## config.mk

```make
export PLATFORM = sky130hd
export DESIGN_NAME = oklab_out
export DESIGN_NICKNAME = d
export VERILOG_FILES = /design/src/hdl/linear_rgb_to_oklab_assert.svh /design/src/hdl/oklab_pkg.sv /design/src/hdl/oklab_out.sv
export SDC_FILE = /design/constraint.sdc
export NUM_CORES = 2
export LEC_CHECK = 0
export ABC_AREA = 1
export BUFFER_PORTS_ARGS = -buffer_cell sky130_fd_sc_hd__buf_4
export CORE_AREA = 2 2 369 371
export DETAILED_ROUTE_END_ITERATION = 8
export DIE_AREA = 0 0 371 373
export PLACE_DENSITY = 0.86
export SLEW_MARGIN = 10
export SYNTH_ARGS = -nofsm -noshare
export SYNTH_HDL_FRONTEND = slang
export SYNTH_SLANG_ARGS = --single-unit
export TNS_END_PERCENT = 10
```

## constraint.sdc

```tcl
create_clock -name i_clk -period 18.3 [get_ports i_clk]
set_input_delay 2.745 -clock i_clk [delete_from_list [all_inputs] [get_ports i_clk]]
set_output_delay 2.745 -clock i_clk [all_outputs]
set_load 0.01 [all_outputs]
```

## src/hdl/linear_rgb_to_oklab_assert.svh

```systemverilog
// ----------------------------------------------------------------------------
// linear_rgb_to_oklab assertion macros
// Shared concurrent check forms, clocked on i_clk and idle while in reset.
// ----------------------------------------------------------------------------
`ifndef LINEAR_RGB_TO_OKLAB_ASSERT_SVH
`define LINEAR_RGB_TO_OKLAB_ASSERT_SVH

// condition must hold at every clock edge out of reset
`define OKLAB_ASSERT_ALWAYS(lbl, cond, msg) \
    lbl: assert property (@(posedge i_clk) disable iff (!i_rst_n) (cond)) \
        else $error(msg);

// antecedent at one edge implies the consequent at the next edge
`define OKLAB_ASSERT_NEXT(lbl, ante, cons, msg) \
    lbl: assert property (@(posedge i_clk) disable iff (!i_rst_n) (ante) |=> (cons)) \
        else $error(msg);

`endif

```

## src/hdl/oklab_pkg.sv

```systemverilog
// ----------------------------------------------------------------------------
// oklab_pkg
// Widths, coefficient tables, cube root seed table and shared types for the
// linear RGB to OKLab pipeline.
// ----------------------------------------------------------------------------
package oklab_pkg;

    // fixed-point configuration
    localparam int COEF_FRAC_BITS = 18;
    localparam int ROOT_STEPS     = 2;

    // field and datapath widths
    localparam int CH_W      = 16;
    localparam int CF_W      = COEF_FRAC_BITS;
    localparam int CB_W      = COEF_FRAC_BITS + 3;
    localparam int LMS_W     = 32;
    localparam int SEED_W    = 21;
    localparam int SEED_IDX  = 6;
    localparam int Y_W       = 22;
    localparam int E_W       = 4;
    localparam int Q_W       = 23;
    localparam int DIV_SH    = 28;
    localparam int N_W       = LMS_W + DIV_SH;
    localparam int D_W       = 2 * Y_W;
    localparam int SUB_W     = D_W + Q_W + 1;
    localparam int V_W       = 25;
    localparam int RECIP_W   = 24;
    localparam int RECIP_SH  = 25;
    localparam logic [RECIP_W-1:0] RECIP_3 = 24'hAAAAAB;
    localparam int ROOT_W    = Y_W;
    localparam int FWD_ACC_W = CH_W + CF_W + 2;
    localparam int WIDE_W    = FWD_ACC_W + CH_W;
    localparam int OUT_ACC_W = CB_W + ROOT_W + 1 + 2;

    // pipeline depths
    localparam int NEWTON_LAT = Q_W + 2;
    localparam int CBRT_LAT   = 3 + ROOT_STEPS * NEWTON_LAT;

    // pixel payloads
    typedef struct packed {
        logic [15:0] red;
        logic [15:0] green;
        logic [15:0] blue;
        logic [15:0] alpha_in;
    } t_rgba_in;

    typedef struct packed {
        logic        [15:0] lightness;
        logic signed [15:0] green_red_axis;
        logic signed [15:0] blue_yellow_axis;
        logic        [15:0] alpha_out;
    } t_oklab_out;

    // cube root working set carried between newton steps
    typedef struct packed {
        logic [Y_W-1:0]   y;
        logic [LMS_W-1:0] xn;
        logic [E_W-1:0]   e;
        logic             zero;
    } t_newton;

    typedef logic [SEED_W-1:0] t_seed_rom [2**SEED_IDX];

    // coefficient quantization, round half away from zero
    function automatic longint f_qcoef(longint c9);
        longint unsigned mag;
        longint unsigned q;
        mag = (c9 < 0) ? longint'(-c9) : longint'(c9);
        q   = (mag * (64'd1 << COEF_FRAC_BITS) + 64'd500000000) / 64'd1000000000;
        return (c9 < 0) ? -longint'(q) : longint'(q);
    endfunction

    // seed table: floor cube root of bucket midpoints
    function automatic t_seed_rom f_seed_rom();
        t_seed_rom       rom;
        longint unsigned n;
        longint unsigned y;
        longint unsigned t;
        for (int i = 0; i < 2**SEED_IDX; i++) begin
            n = ((2 * longint'(i)) + 1) << 53;
            y = 0;
            for (int b = SEED_W - 1; b >= 0; b--) begin
                t = y | (64'd1 << b);
                if (t * t * t <= n) begin
                    y = t;
                end
            end
            rom[i] = SEED_W'(y);
        end
        return rom;
    endfunction

    localparam t_seed_rom SEED_ROM = f_seed_rom();

    // linear RGB to LMS
    localparam logic [CF_W-1:0] FWD_COEF [9] = '{
        CF_W'(f_qcoef(412221471)), CF_W'(f_qcoef(536332536)), CF_W'(f_qcoef(51445993)),
        CF_W'(f_qcoef(211903498)), CF_W'(f_qcoef(680699545)), CF_W'(f_qcoef(107396957)),
        CF_W'(f_qcoef(88302462)),  CF_W'(f_qcoef(281718838)), CF_W'(f_qcoef(629978701))
    };

    // cube-rooted LMS to OKLab
    localparam logic signed [CB_W-1:0] BACK_COEF [9] = '{
        CB_W'(f_qcoef(210454255)),  CB_W'(f_qcoef(793617785)),
        CB_W'(f_qcoef(-4072047)),
        CB_W'(f_qcoef(1977998495)), CB_W'(f_qcoef(-64'sd2428592205)),
        CB_W'(f_qcoef(450593710)),
        CB_W'(f_qcoef(25904037)),   CB_W'(f_qcoef(782771766)),
        CB_W'(f_qcoef(-808675766))
    };

endpackage

```

## src/hdl/oklab_out.sv

```systemverilog
// ----------------------------------------------------------------------------
// oklab_out
// Second matrix: cube roots to OKLab L, a, b with rounding and saturation.
// The second stage is the output register of the block.
// ----------------------------------------------------------------------------
module oklab_out import oklab_pkg::*; (
    input  logic                   i_clk,
    input  logic                   i_rst_n,
    input  logic                   i_en,
    input  logic                   i_valid,
    input  logic [2:0][ROOT_W-1:0] i_root,
    input  logic [15:0]            i_alpha,
    output logic                   o_valid,
    output t_oklab_out             o_pixel
);

    localparam logic signed [OUT_ACC_W-1:0] L_MAX  = 65535;
    localparam logic signed [OUT_ACC_W-1:0] AB_MAX = 32767;
    localparam logic signed [OUT_ACC_W-1:0] AB_MIN = -32768;

    logic signed [CB_W+ROOT_W:0] r_prod [9];
    logic                        r_a_vld;
    logic [15:0]                 r_a_alpha;
    logic [15:0]                 w_res [3];
    logic                        r_b_vld;
    t_oklab_out                  r_pix;

    // stage a valid
    always_ff @(posedge i_clk) begin
        if (!i_rst_n) begin
            r_a_vld <= 1'b0;
        end else if (i_en) begin
            r_a_vld <= i_valid;
        end
    end

    // stage a products
    always_ff @(posedge i_clk) begin
        if (i_en) begin
            for (int r = 0; r < 3; r++) begin
                for (int c = 0; c < 3; c++) begin
                    r_prod[r*3+c] <= (CB_W+ROOT_W+1)'(BACK_COEF[r*3+c])
                                   * $signed({1'b0, i_root[c]});
                end
            end
            r_a_alpha <= i_alpha;
        end
    end

    // row sums, round half up, saturate
    for (genvar r = 0; r < 3; r++) begin : g_row
        localparam int SH = (r == 0) ? COEF_FRAC_BITS + 4 : COEF_FRAC_BITS + 5;
        logic signed [OUT_ACC_W-1:0] w_acc;
        logic signed [OUT_ACC_W-1:0] w_t;

        assign w_acc = OUT_ACC_W'(r_prod[r*3]) + OUT_ACC_W'(r_prod[r*3+1])
                     + OUT_ACC_W'(r_prod[r*3+2]);
        assign w_t   = (w_acc + (OUT_ACC_W'(1) << (SH - 1))) >>> SH;

        if (r == 0) begin : g_unsigned
            assign w_res[r] = (w_t < 0) ? 16'd0 : ((w_t > L_MAX) ? 16'hFFFF : w_t[15:0]);
        end else begin : g_signed
            assign w_res[r] = (w_t < AB_MIN) ? 16'h8000
                            : ((w_t > AB_MAX) ? 16'h7FFF : w_t[15:0]);
        end
    end

    // output register valid
    always_ff @(posedge i_clk) begin
        if (!i_rst_n) begin
            r_b_vld <= 1'b0;
        end else if (i_en) begin
            r_b_vld <= r_a_vld;
        end
    end

    // output register payload
    always_ff @(posedge i_clk) begin
        if (i_en) begin
            r_pix.lightness        <= w_res[0];
            r_pix.green_red_axis   <= w_res[1];
            r_pix.blue_yellow_axis <= w_res[2];
            r_pix.alpha_out        <= r_a_alpha;
        end
    end

    assign o_valid = r_b_vld;
    assign o_pixel = r_pix;

endmodule
```

==> flow_summary.ini <==
[critical_path]
cpLargestDelayFamily = adder cells
cp_slowest_cell = fa_1
cp_common_cell = fa_1
end_kind = flop
cp.required_ns = 18.68
critical_path_class = in -> reg
cp-start-kind = input pin
crit_fanout = 14
crit_buf_inv = 6
worst_path_largest_cell_delay_ns = 0.59
critPathArrivalTime_ns = 8.67
r2r_slack_ns = 14.00

[detailed_routing]
via_per_inst = 5.64
drt_iter0_drc = 6399
vias = 61600
wirelength_um = 252000
route.detailed.drc = 0
first_pass_iters = 8
wire_per_inst_um = 23.0
drtAntennaViolNets = 0

[sta]
setup_tns_ns = 0
clock_skew_ns = 0.0540
timing.final.hold_violations = 0
worst_slew_pin_slew_ns = 1.15
post-route-min-period_ns = 8.29
max_clock_freq_mhz = 121
fin_crit_sh = 0.453
setup_viol = 0
slew_viol_final = 0
slew_headroom = 0.233
rsz0062_at_grt = no

[yosys]
synth_area_leader_cell = fa_1
synth_seq_cells = 412
synth.distinct_cells = 56
synth_edf_count = 410
netlist_top_cells_area = fa_1, ha_1, edfxtp_1
ys_seq_area_frac = 0.154
async_flop_share = 0
netlist_area_um2 = 80000
syn-num-nets = 11600
netlist.area_leader.share = 0.283
synth.avg_cell_area_um2 = 8.98
synth_cells = 8913
synth_ff_type = edfxtp_1
yosysWarnings = 0

[grt]
grt_pass1_vias = 63100
grt.total_usage = 0.371
grt_pass1_wl_um = 382000
antenna_found_initial = 27
overflow = 0
grt_max_degree = 90

[clocking]
post_cts_buffers = 0
cts_resized = 0
clk_latency_ns = 0.67
clk_path_buf_depth = 3
cts_buffers = 48
cts_sinks = 412
cts.clk_slew.worst_paths_ns = 0.06
h-tree-depth = 2
hold_buffers = 0
cts_tree = built
root_buffer = clkbuf_16

[finish]
layout_commonest_cell = inv_1
nets = 11800
areaGrowthSynthToFinish_pct = 6.15
final_cell_mix = inv_1, ha_1, nand2_1, fa_1, nor2_1
drive_above_1_share = 0.0350
fillCellCount = 11300

[place]
io_buffers = 150
hpwl_um = 222000
routabilityCongestion = 1.07

[flow_run]
max-cap-violations = 0

[floorplanning]
die_w_um = 371
io_pins = 151
rows = 135
die_area_um2 = 138000
core_region_area_um2 = 135000
die_y_um = 373
start_util = 0.594

[status]
outcome = complete, no violations

[min_path]
hold_class = reg -> reg
## flip-flops by register name, indices dropped and copies added (netlist names)
signal,flops
r_prod,330
r_a_alpha,16
o_pixel,64
o_valid,1
r_a_vld,1
## per-stage QoR
step / std cells / util / setup slack, ns / hold slack, ns / cell area, µm²
after floorplan: 8913 / - / 10.18 / 0.400 / 80000
after global placement: 10800 / 0.619 / 9.36 / 0.402 / 83300
after detailed placement: 10800 / 0.619 / 9.39 / 0.407 / 83300
after CTS: 10900 / 0.631 / 10.02 / 0.421 / 84900
after global routing: 10900 / 0.631 / 9.68 / 0.427 / 84900
final: 10900 / 0.631 / 10.01 / 0.419 / 84900
## Yosys cell counts, drive strengths merged (2+ instances only)
library cell  instances
o221ai                6
a211oi                4
nor2                511
inv                2533
and3                  3
dfxtp                 2
o31ai                 4
nand2              1217
a21boi               15
fa                 1131
o21a                 16
nand3               197
nor3                 63
xnor2               119
or2                   2
a21oi               479
a31oi                36
o21bai               49
xor2                212
nor3b                 2
o211ai               17
nand3b                5
a2111oi               2
edfxtp              410
a221oi               12
and2                  3
ha                 1501
o21ai               241
a21o                 38
nor4                 19
nand4                44
buf                   6
o2111ai               7
## worst paths after layout
check,startpoint,depth (start not counted),end
min reg2reg,r_a_alpha[1],0,o_pixel[1]
max reg2reg,r_prod[1][43],14,o_pixel[48]
min,r_a_alpha[1],0,o_pixel[1]
max,i_root[39],25,r_prod[2][37]
## cells by family (layout without fill, tap and decap cells)
| logic type | Yosys count | after routing | share of synthesized area |
|---|---|---|---|
| flip-flops | 412 | 412 | 0.154 |
| AND/OR/NAND/NOR | 2068 | 2068 | 0.107 |
| AO/OA/AOI/OAI | 931 | 931 | 0.0654 |
| adder cells (fa/ha/maj) | 2632 | 2632 | 0.518 |
| buffers and inverters | 2539 | 2774 | 0.120 |
| XOR/XNOR | 331 | 331 | 0.0363 |
| other | 0 | 7 | 0 |
## metal layers
layer	up-vias	GRT usage	share of wire
li1	28100	-	-
met2	2966	0.549	0.43
met5	-	0	0.00059
met3	442	0.0869	0.10
met1	30100	0.524	0.42
met4	20	0.149	0.048
## cell type report
type / instances / area [µm²] / share of cell area
Multi-Input combinational cell: 5962 / 58100 / 0.684
Sequential cell: 412 / 12400 / 0.145
Inverter: 2533 / 9510 / 0.112
Tap cell: 1781 / 2230 / 0.0262
Clock buffer: 56 / 1270 / 0.0150
Timing Repair Buffer: 154 / 1160 / 0.0137
Clock inverter: 31 / 308 / 0.00362
Antenna cell: 7 / 17.5 / 0.000206
Power is left out: the tool's default activity adds up to more than one toggle a clock period on the data nets, which glitch-free logic cannot reach.
