`src/hdl/linear_rgb_to_oklab_assert.svh`:
```
// ----------------------------------------------------------------------------
// linear_rgb_to_oklab assertion macros
// Shared concurrent check forms, clocked on i_clk and idle while in reset.
// ----------------------------------------------------------------------------
`ifndef LINEAR_RGB_TO_OKLAB_ASSERT_SVH
`define LINEAR_RGB_TO_OKLAB_ASSERT_SVH

// condition must hold at every clock edge out of reset
`define OKLAB_ASSERT_ALWAYS(lbl, cond, msg) \
    lbl: assert property (@(posedge i_clk) disable iff (!i_rst_n) (cond)) \
        else $error(msg);

// antecedent at one edge implies the consequent at the next edge
`define OKLAB_ASSERT_NEXT(lbl, ante, cons, msg) \
    lbl: assert property (@(posedge i_clk) disable iff (!i_rst_n) (ante) |=> (cons)) \
        else $error(msg);

`endif

```
`src/hdl/oklab_pkg.sv`:
```
// ----------------------------------------------------------------------------
// oklab_pkg
// Widths, coefficient tables, cube root seed table and shared types for the
// linear RGB to OKLab pipeline.
// ----------------------------------------------------------------------------
package oklab_pkg;

    // fixed-point configuration
    localparam int COEF_FRAC_BITS = 18;
    localparam int ROOT_STEPS     = 2;

    // field and datapath widths
    localparam int CH_W      = 16;
    localparam int CF_W      = COEF_FRAC_BITS;
    localparam int CB_W      = COEF_FRAC_BITS + 3;
    localparam int LMS_W     = 32;
    localparam int SEED_W    = 21;
    localparam int SEED_IDX  = 6;
    localparam int Y_W       = 22;
    localparam int E_W       = 4;
    localparam int Q_W       = 23;
    localparam int DIV_SH    = 28;
    localparam int N_W       = LMS_W + DIV_SH;
    localparam int D_W       = 2 * Y_W;
    localparam int SUB_W     = D_W + Q_W + 1;
    localparam int V_W       = 25;
    localparam int RECIP_W   = 24;
    localparam int RECIP_SH  = 25;
    localparam logic [RECIP_W-1:0] RECIP_3 = 24'hAAAAAB;
    localparam int ROOT_W    = Y_W;
    localparam int FWD_ACC_W = CH_W + CF_W + 2;
    localparam int WIDE_W    = FWD_ACC_W + CH_W;
    localparam int OUT_ACC_W = CB_W + ROOT_W + 1 + 2;

    // pipeline depths
    localparam int NEWTON_LAT = Q_W + 2;
    localparam int CBRT_LAT   = 3 + ROOT_STEPS * NEWTON_LAT;

    // pixel payloads
    typedef struct packed {
        logic [15:0] red;
        logic [15:0] green;
        logic [15:0] blue;
        logic [15:0] alpha_in;
    } t_rgba_in;

    typedef struct packed {
        logic        [15:0] lightness;
        logic signed [15:0] green_red_axis;
        logic signed [15:0] blue_yellow_axis;
        logic        [15:0] alpha_out;
    } t_oklab_out;

    // cube root working set carried between newton steps
    typedef struct packed {
        logic [Y_W-1:0]   y;
        logic [LMS_W-1:0] xn;
        logic [E_W-1:0]   e;
        logic             zero;
    } t_newton;

    typedef logic [SEED_W-1:0] t_seed_rom [2**SEED_IDX];

    // coefficient quantization, round half away from zero
    function automatic longint f_qcoef(longint c9);
        longint unsigned mag;
        longint unsigned q;
        mag = (c9 < 0) ? longint'(-c9) : longint'(c9);
        q   = (mag * (64'd1 << COEF_FRAC_BITS) + 64'd500000000) / 64'd1000000000;
        return (c9 < 0) ? -longint'(q) : longint'(q);
    endfunction

    // seed table: floor cube root of bucket midpoints
    function automatic t_seed_rom f_seed_rom();
        t_seed_rom       rom;
        longint unsigned n;
        longint unsigned y;
        longint unsigned t;
        for (int i = 0; i < 2**SEED_IDX; i++) begin
            n = ((2 * longint'(i)) + 1) << 53;
            y = 0;
            for (int b = SEED_W - 1; b >= 0; b--) begin
                t = y | (64'd1 << b);
                if (t * t * t <= n) begin
                    y = t;
                end
            end
            rom[i] = SEED_W'(y);
        end
        return rom;
    endfunction

    localparam t_seed_rom SEED_ROM = f_seed_rom();

    // linear RGB to LMS
    localparam logic [CF_W-1:0] FWD_COEF [9] = '{
        CF_W'(f_qcoef(412221471)), CF_W'(f_qcoef(536332536)), CF_W'(f_qcoef(51445993)),
        CF_W'(f_qcoef(211903498)), CF_W'(f_qcoef(680699545)), CF_W'(f_qcoef(107396957)),
        CF_W'(f_qcoef(88302462)),  CF_W'(f_qcoef(281718838)), CF_W'(f_qcoef(629978701))
    };

    // cube-rooted LMS to OKLab
    localparam logic signed [CB_W-1:0] BACK_COEF [9] = '{
        CB_W'(f_qcoef(210454255)),  CB_W'(f_qcoef(793617785)),
        CB_W'(f_qcoef(-4072047)),
        CB_W'(f_qcoef(1977998495)), CB_W'(f_qcoef(-64'sd2428592205)),
        CB_W'(f_qcoef(450593710)),
        CB_W'(f_qcoef(25904037)),   CB_W'(f_qcoef(782771766)),
        CB_W'(f_qcoef(-808675766))
    };

endpackage

```
`src/hdl/oklab_lms.sv`:
```
// ----------------------------------------------------------------------------
// oklab_lms
// First matrix: linear RGB to LMS in Q0.32, rounded and clamped. Also
// resolves the output alpha. Two register stages.
// ----------------------------------------------------------------------------
module oklab_lms import oklab_pkg::*; (
    input  logic                       i_clk,
    input  logic                       i_rst_n,
    input  logic                       i_en,
    input  logic                       i_valid,
    input  t_rgba_in                   i_pixel,
    input  logic [15:0]                i_default_alpha,
    output logic                       o_valid,
    output logic [2:0][LMS_W-1:0]      o_lms,
    output logic [15:0]                o_alpha
);

    logic [CH_W-1:0]      w_ch [3];
    logic [CH_W+CF_W-1:0] r_prod [9];
    logic                 r_a_vld;
    logic [15:0]          r_a_alpha;
    logic [LMS_W-1:0]     w_lms [3];
    logic                 r_b_vld;
    logic [2:0][LMS_W-1:0] r_lms;
    logic [15:0]          r_b_alpha;

    assign w_ch[0] = i_pixel.red;
    assign w_ch[1] = i_pixel.green;
    assign w_ch[2] = i_pixel.blue;

    // stage a valid
    always_ff @(posedge i_clk) begin
        if (!i_rst_n) begin
            r_a_vld <= 1'b0;
        end else if (i_en) begin
            r_a_vld <= i_valid;
        end
    end

    // stage a products and alpha select
    always_ff @(posedge i_clk) begin
        if (i_en) begin
            for (int r = 0; r < 3; r++) begin
                for (int c = 0; c < 3; c++) begin
                    r_prod[r*3+c] <= (CH_W+CF_W)'(w_ch[c]) * (CH_W+CF_W)'(FWD_COEF[r*3+c]);
                end
            end
            r_a_alpha <= (i_pixel.alpha_in != '0) ? i_pixel.alpha_in : i_default_alpha;
        end
    end

    // row sums, rescale to q0.32, clamp
    for (genvar r = 0; r < 3; r++) begin : g_row
        logic [FWD_ACC_W-1:0] w_acc;
        logic [WIDE_W-1:0]    w_wide;

        assign w_acc = FWD_ACC_W'(r_prod[r*3]) + FWD_ACC_W'(r_prod[r*3+1])
                     + FWD_ACC_W'(r_prod[r*3+2]);

        if (COEF_FRAC_BITS > CH_W) begin : g_rnd
            assign w_wide = WIDE_W'((WIDE_W'(w_acc)
                          + (WIDE_W'(1) << (COEF_FRAC_BITS - CH_W - 1)))
                          >> (COEF_FRAC_BITS - CH_W));
        end else begin : g_shl
            assign w_wide = WIDE_W'(w_acc) << (CH_W - COEF_FRAC_BITS);
        end

        assign w_lms[r] = (|w_wide[WIDE_W-1:LMS_W]) ? '1 : w_wide[LMS_W-1:0];
    end

    // stage b valid
    always_ff @(posedge i_clk) begin
        if (!i_rst_n) begin
            r_b_vld <= 1'b0;
        end else if (i_en) begin
            r_b_vld <= r_a_vld;
        end
    end

    // stage b payload
    always_ff @(posedge i_clk) begin
        if (i_en) begin
            for (int r = 0; r < 3; r++) begin
                r_lms[r] <= w_lms[r];
            end
            r_b_alpha <= r_a_alpha;
        end
    end

    assign o_valid = r_b_vld;
    assign o_lms   = r_lms;
    assign o_alpha = r_b_alpha;

endmodule

```
`config.mk`:
```
export PLATFORM = sky130hd
export DESIGN_NAME = oklab_lms
export DESIGN_NICKNAME = d
export VERILOG_FILES = /design/src/hdl/linear_rgb_to_oklab_assert.svh /design/src/hdl/oklab_pkg.sv /design/src/hdl/oklab_lms.sv
export SDC_FILE = /design/constraint.sdc
export NUM_CORES = 2
export LEC_CHECK = 0
export BUFFER_PORTS_ARGS = -buffer_cell sky130_fd_sc_hd__clkbuf_2
export CAP_MARGIN = 20
export CORE_ASPECT_RATIO = 0.7
export CORE_UTILIZATION = 30
export CTS_BUF_LIST = sky130_fd_sc_hd__clkbuf_4 sky130_fd_sc_hd__clkbuf_8
export DETAILED_ROUTE_END_ITERATION = 10
export PLACE_DENSITY = 0.4
export SLEW_MARGIN = 20
export SYNTH_ARGS = -nofsm -noshare
export SYNTH_HDL_FRONTEND = slang
export SYNTH_SLANG_ARGS = --single-unit
```
`constraint.sdc`:
```
create_clock -name i_clk -period 11.5 [get_ports i_clk]
set_clock_uncertainty 0.15 [all_clocks]
set_input_delay 2.3 -clock i_clk [delete_from_list [all_inputs] [get_ports i_clk]]
set_output_delay 2.3 -clock i_clk [all_outputs]
set_load 0.005 [all_outputs]
```
==> reports/metrics.yaml <==
logic_synthesis:
  post_synth_num_cell_types: 85
  yosys_register_bits: 405
  number_of_enable_type_register_cells_in_the_synthesized_netlist: 403
  synth_fp_nets: 7407
  synthesis.instances: 5454
  synth_ff_type: "sky130_fd_sc_hd__edfxtp_1"
  synthesis.area_per_instance_sq_um: 10.6
  synth.cell_area_sq_um: 58000
  synthArstFlopShare_pct: 0
  synth_warnings: 0
  synth-seq-area-share_pct: 20.9
floorplan:
  design.portCount: 197
  core_area_sq_um: 191000
  die_height_um: 370
  core.rowCount: 134
  floorplan.die_area_sq_um: 195000
  die-width_um: 527
  initial_utilization_pct: 30.3
hold_path:
  hold-path-endpoint: "o_alpha[0]"
  hp-start: "r_a_alpha[0]"
  hold-path-cell-count: 0
  hold_path.class: "flop to flop"
setup_path:
  r2r_slack_ns: 6.60
  end_kind: "flop"
  worst_r2r_path_cells: 13
  maximum_fanout_along_the_worst_path: 11
  setup.worst_path.class: "input pin to flop"
  crit_reg_reg_endpoint: "o_lms[0]"
  critical_path_required_ns: 11.90
  cp_data_arrival_time_ns: 9.10
  timing.rr.start: "r_prod[0][238]"
  start_kind: "input pin"
status:
  run_status: "finished, final reports clean"
placement:
  gp_routability_congestion: 0.909
  hpwlAfterDp_um: 163000
  dp_worst_setup_slack_ns: 2.06
  numPortBuffers: 196
  placed_area_sq_um: 62100
final_layout:
  fin_area_sq_um: 63800
  most-common-layout-cells: "sky130_fd_sc_hd__inv_1, sky130_fd_sc_hd__ha_1, sky130_fd_sc_hd__fa_1"
  layout.cells.most_common: "sky130_fd_sc_hd__inv_1"
  fraction_of_final_layout_cells_with_drive_strength_greater_than_1_pct: 6.77
  area_growth_syn_to_layout_pct: 10.1
  finish.net_count: 7646
route:
  wl_per_cell_um: 22.9
  drc: 0
  drt-initial-drc-count: 2535
  vias_per_cell: 4.70
  drt.antenna.violating_nets: 0
  firstDrtPassIters: 5
  drt_wl_total_um: 191000
  dr_total_vias: 39200
clock_tree:
  clkLatencyLatePin_ns: 0.82
  cts_post_setup_buffers_inserted: 0
  cts_resized: 0
  cts_tree: "built"
  clock-root-buffer: "sky130_fd_sc_hd__clkbuf_8"
  cts-htree-levels: 3
  clkSlewWorstSetupHoldPaths_ns: 0.06
  clk_path_buf_depth: 3
  clock_sinks: 405
  cts.hold.buffers_added: 0
  number_of_cts_inserted_buffers: 81
timing:
  least_setup_slack_across_all_paths_after_layout_ns: 2.80
  finalSetupViolations: 0
  max_fclk_mhz: 115
  timing.slew.headroom_pct: 28.5
  final_period_minus_worst_setup_slack_ns: 8.70
  aggregate_negative_setup_slack_ns: 0
  max_slew.worst_pin.slew_ns: 1.07
  slew_viol_final: 0
  final.period_utilization_pct: 75.7
  finalHoldViolCount: 0
  grt_setup_unrepaired: "no"
grt:
  grt_start_max_net_pins: 140
  grt_pass1_wl_um: 282000
  grt_overflow_total: 0
  grt_antenna_before_repair: 32
  via_count_of_the_first_global_routing_pass: 40900
  globalRouteTotalUtil_pct: 19.9
job:
  drv.max_cap_violation_count: 0
## kinds of logic (layout without fill, tap and decap cells)
logic type	Yosys count	count (layout)	share of synthesized area (%)
AOI/OAI and AO/OA	900	900	10.0
buffers and inverters	1222	1525	7.96
adders and majority gates	1869	1869	50.2
muxes	10	10	0.179
DFF	405	405	20.9
xor gates and xnor gates	292	292	4.41
and+or+nand+nor	756	756	6.27
other	0	4	0
## final cells by class
| class | instances | area, sq um |
|---|---|---|
| Inverter | 1170 | 4390 |
| Clock inverter | 45 | 402 |
| Tap cell | 2584 | 3230 |
| Sequential cell | 405 | 12100 |
| Multi-Input combinational cell | 3827 | 41200 |
| Antenna cell | 4 | 10.0 |
| Fill cell | 19600 | 128000 |
| Clock buffer | 102 | 1300 |
| Timing Repair Buffer | 208 | 1090 |
## metrics by stage
stage / utilization, % / cells / hold WS [ns]
6_report: 33.3 / 8345 / 0.267
5_1_grt: 33.3 / 8344 / 0.280
4_1_cts: 33.3 / 8341 / 0.268
3_5_place_dp: 32.5 / 8194 / 0.255
3_3_place_gp: 32.5 / 8194 / 0.251
2_1_floorplan: - / 5454 / 0.250
## cells in the mapped netlist, types with 29 or more instances
cell                       count  area (sq um)
sky130_fd_sc_hd__xnor2_1     189          1660
sky130_fd_sc_hd__edfxtp_1    403         12100
sky130_fd_sc_hd__nand3_1      62           310
sky130_fd_sc_hd__xor2_1      103           902
sky130_fd_sc_hd__nand2_1     227           852
sky130_fd_sc_hd__nor2b_1      36           225
sky130_fd_sc_hd__o21bai_1     50           375
sky130_fd_sc_hd__a21oi_1     275          1380
sky130_fd_sc_hd__a211oi_1     29           218
sky130_fd_sc_hd__fa_1        759         15200
sky130_fd_sc_hd__o21ai_0     160           801
sky130_fd_sc_hd__nor2_1      197           739
sky130_fd_sc_hd__a31oi_1      30           188
sky130_fd_sc_hd__inv_1      1170          4390
sky130_fd_sc_hd__ha_1       1110         13900
sky130_fd_sc_hd__o21a_1       35           263
sky130_fd_sc_hd__a21o_1      171          1280
sky130_fd_sc_hd__and3_1       37           231
sky130_fd_sc_hd__nand2b_1     40           250
sky130_fd_sc_hd__nand4_1      31           194
sky130_fd_sc_hd__clkbuf_1     41           154
## critical path, stage by stage
cell	delay, ns
sky130_fd_sc_hd__clkbuf_2	0.40
sky130_fd_sc_hd__inv_1	0.37
sky130_fd_sc_hd__fa_1	0.60
sky130_fd_sc_hd__inv_1	0.05
sky130_fd_sc_hd__fa_1	0.45
sky130_fd_sc_hd__ha_1	0.28
sky130_fd_sc_hd__inv_1	0.05
sky130_fd_sc_hd__fa_1	0.53
sky130_fd_sc_hd__inv_1	0.05
sky130_fd_sc_hd__fa_1	0.48
sky130_fd_sc_hd__inv_1	0.05
sky130_fd_sc_hd__fa_1	0.48
sky130_fd_sc_hd__inv_1	0.05
sky130_fd_sc_hd__ha_1	0.32
sky130_fd_sc_hd__o21ai_0	0.12
sky130_fd_sc_hd__o21ai_0	0.29
sky130_fd_sc_hd__nand2_1	0.15
sky130_fd_sc_hd__a31oi_1	0.76
sky130_fd_sc_hd__a21oi_1	0.23
sky130_fd_sc_hd__o31ai_1	0.58
sky130_fd_sc_hd__a21oi_1	0.21
sky130_fd_sc_hd__mux2i_1	0.18
sky130_fd_sc_hd__nand3_1	0.08
## worst max path at each step
stage	cells after the start	startpoint	slack, ns	to
after global placement	23	i_pixel[55]	2.08	r_prod[0][132]
after floorplan	22	i_pixel[59]	3.57	r_prod[0][133]
after global routing	23	i_pixel[53]	2.49	r_prod[0][132]
final	23	i_pixel[55]	2.80	r_prod[0][131]
after detailed placement	23	i_pixel[55]	2.06	r_prod[0][132]
after CTS	23	i_pixel[55]	2.97	r_prod[0][132]
## sequential cells by signal, indices dropped and copies added (netlist names)
name and count:
r_prod 275, o_lms 96, o_alpha 16, r_a_alpha 16, o_valid 1, r_a_vld 1
## per-layer routing
metal	global-route usage (%)	up-vias	wire length, um
met5	0	-	55
met4	2.57	10	2180
met3	3.72	112	11100
met2	27.9	827	76000
met1	31.6	19600	102000
li1	-	18700	-
Power is left out: the tool's default activity adds up to more than one toggle a clock period on the data nets, which glitch-free logic cannot reach.
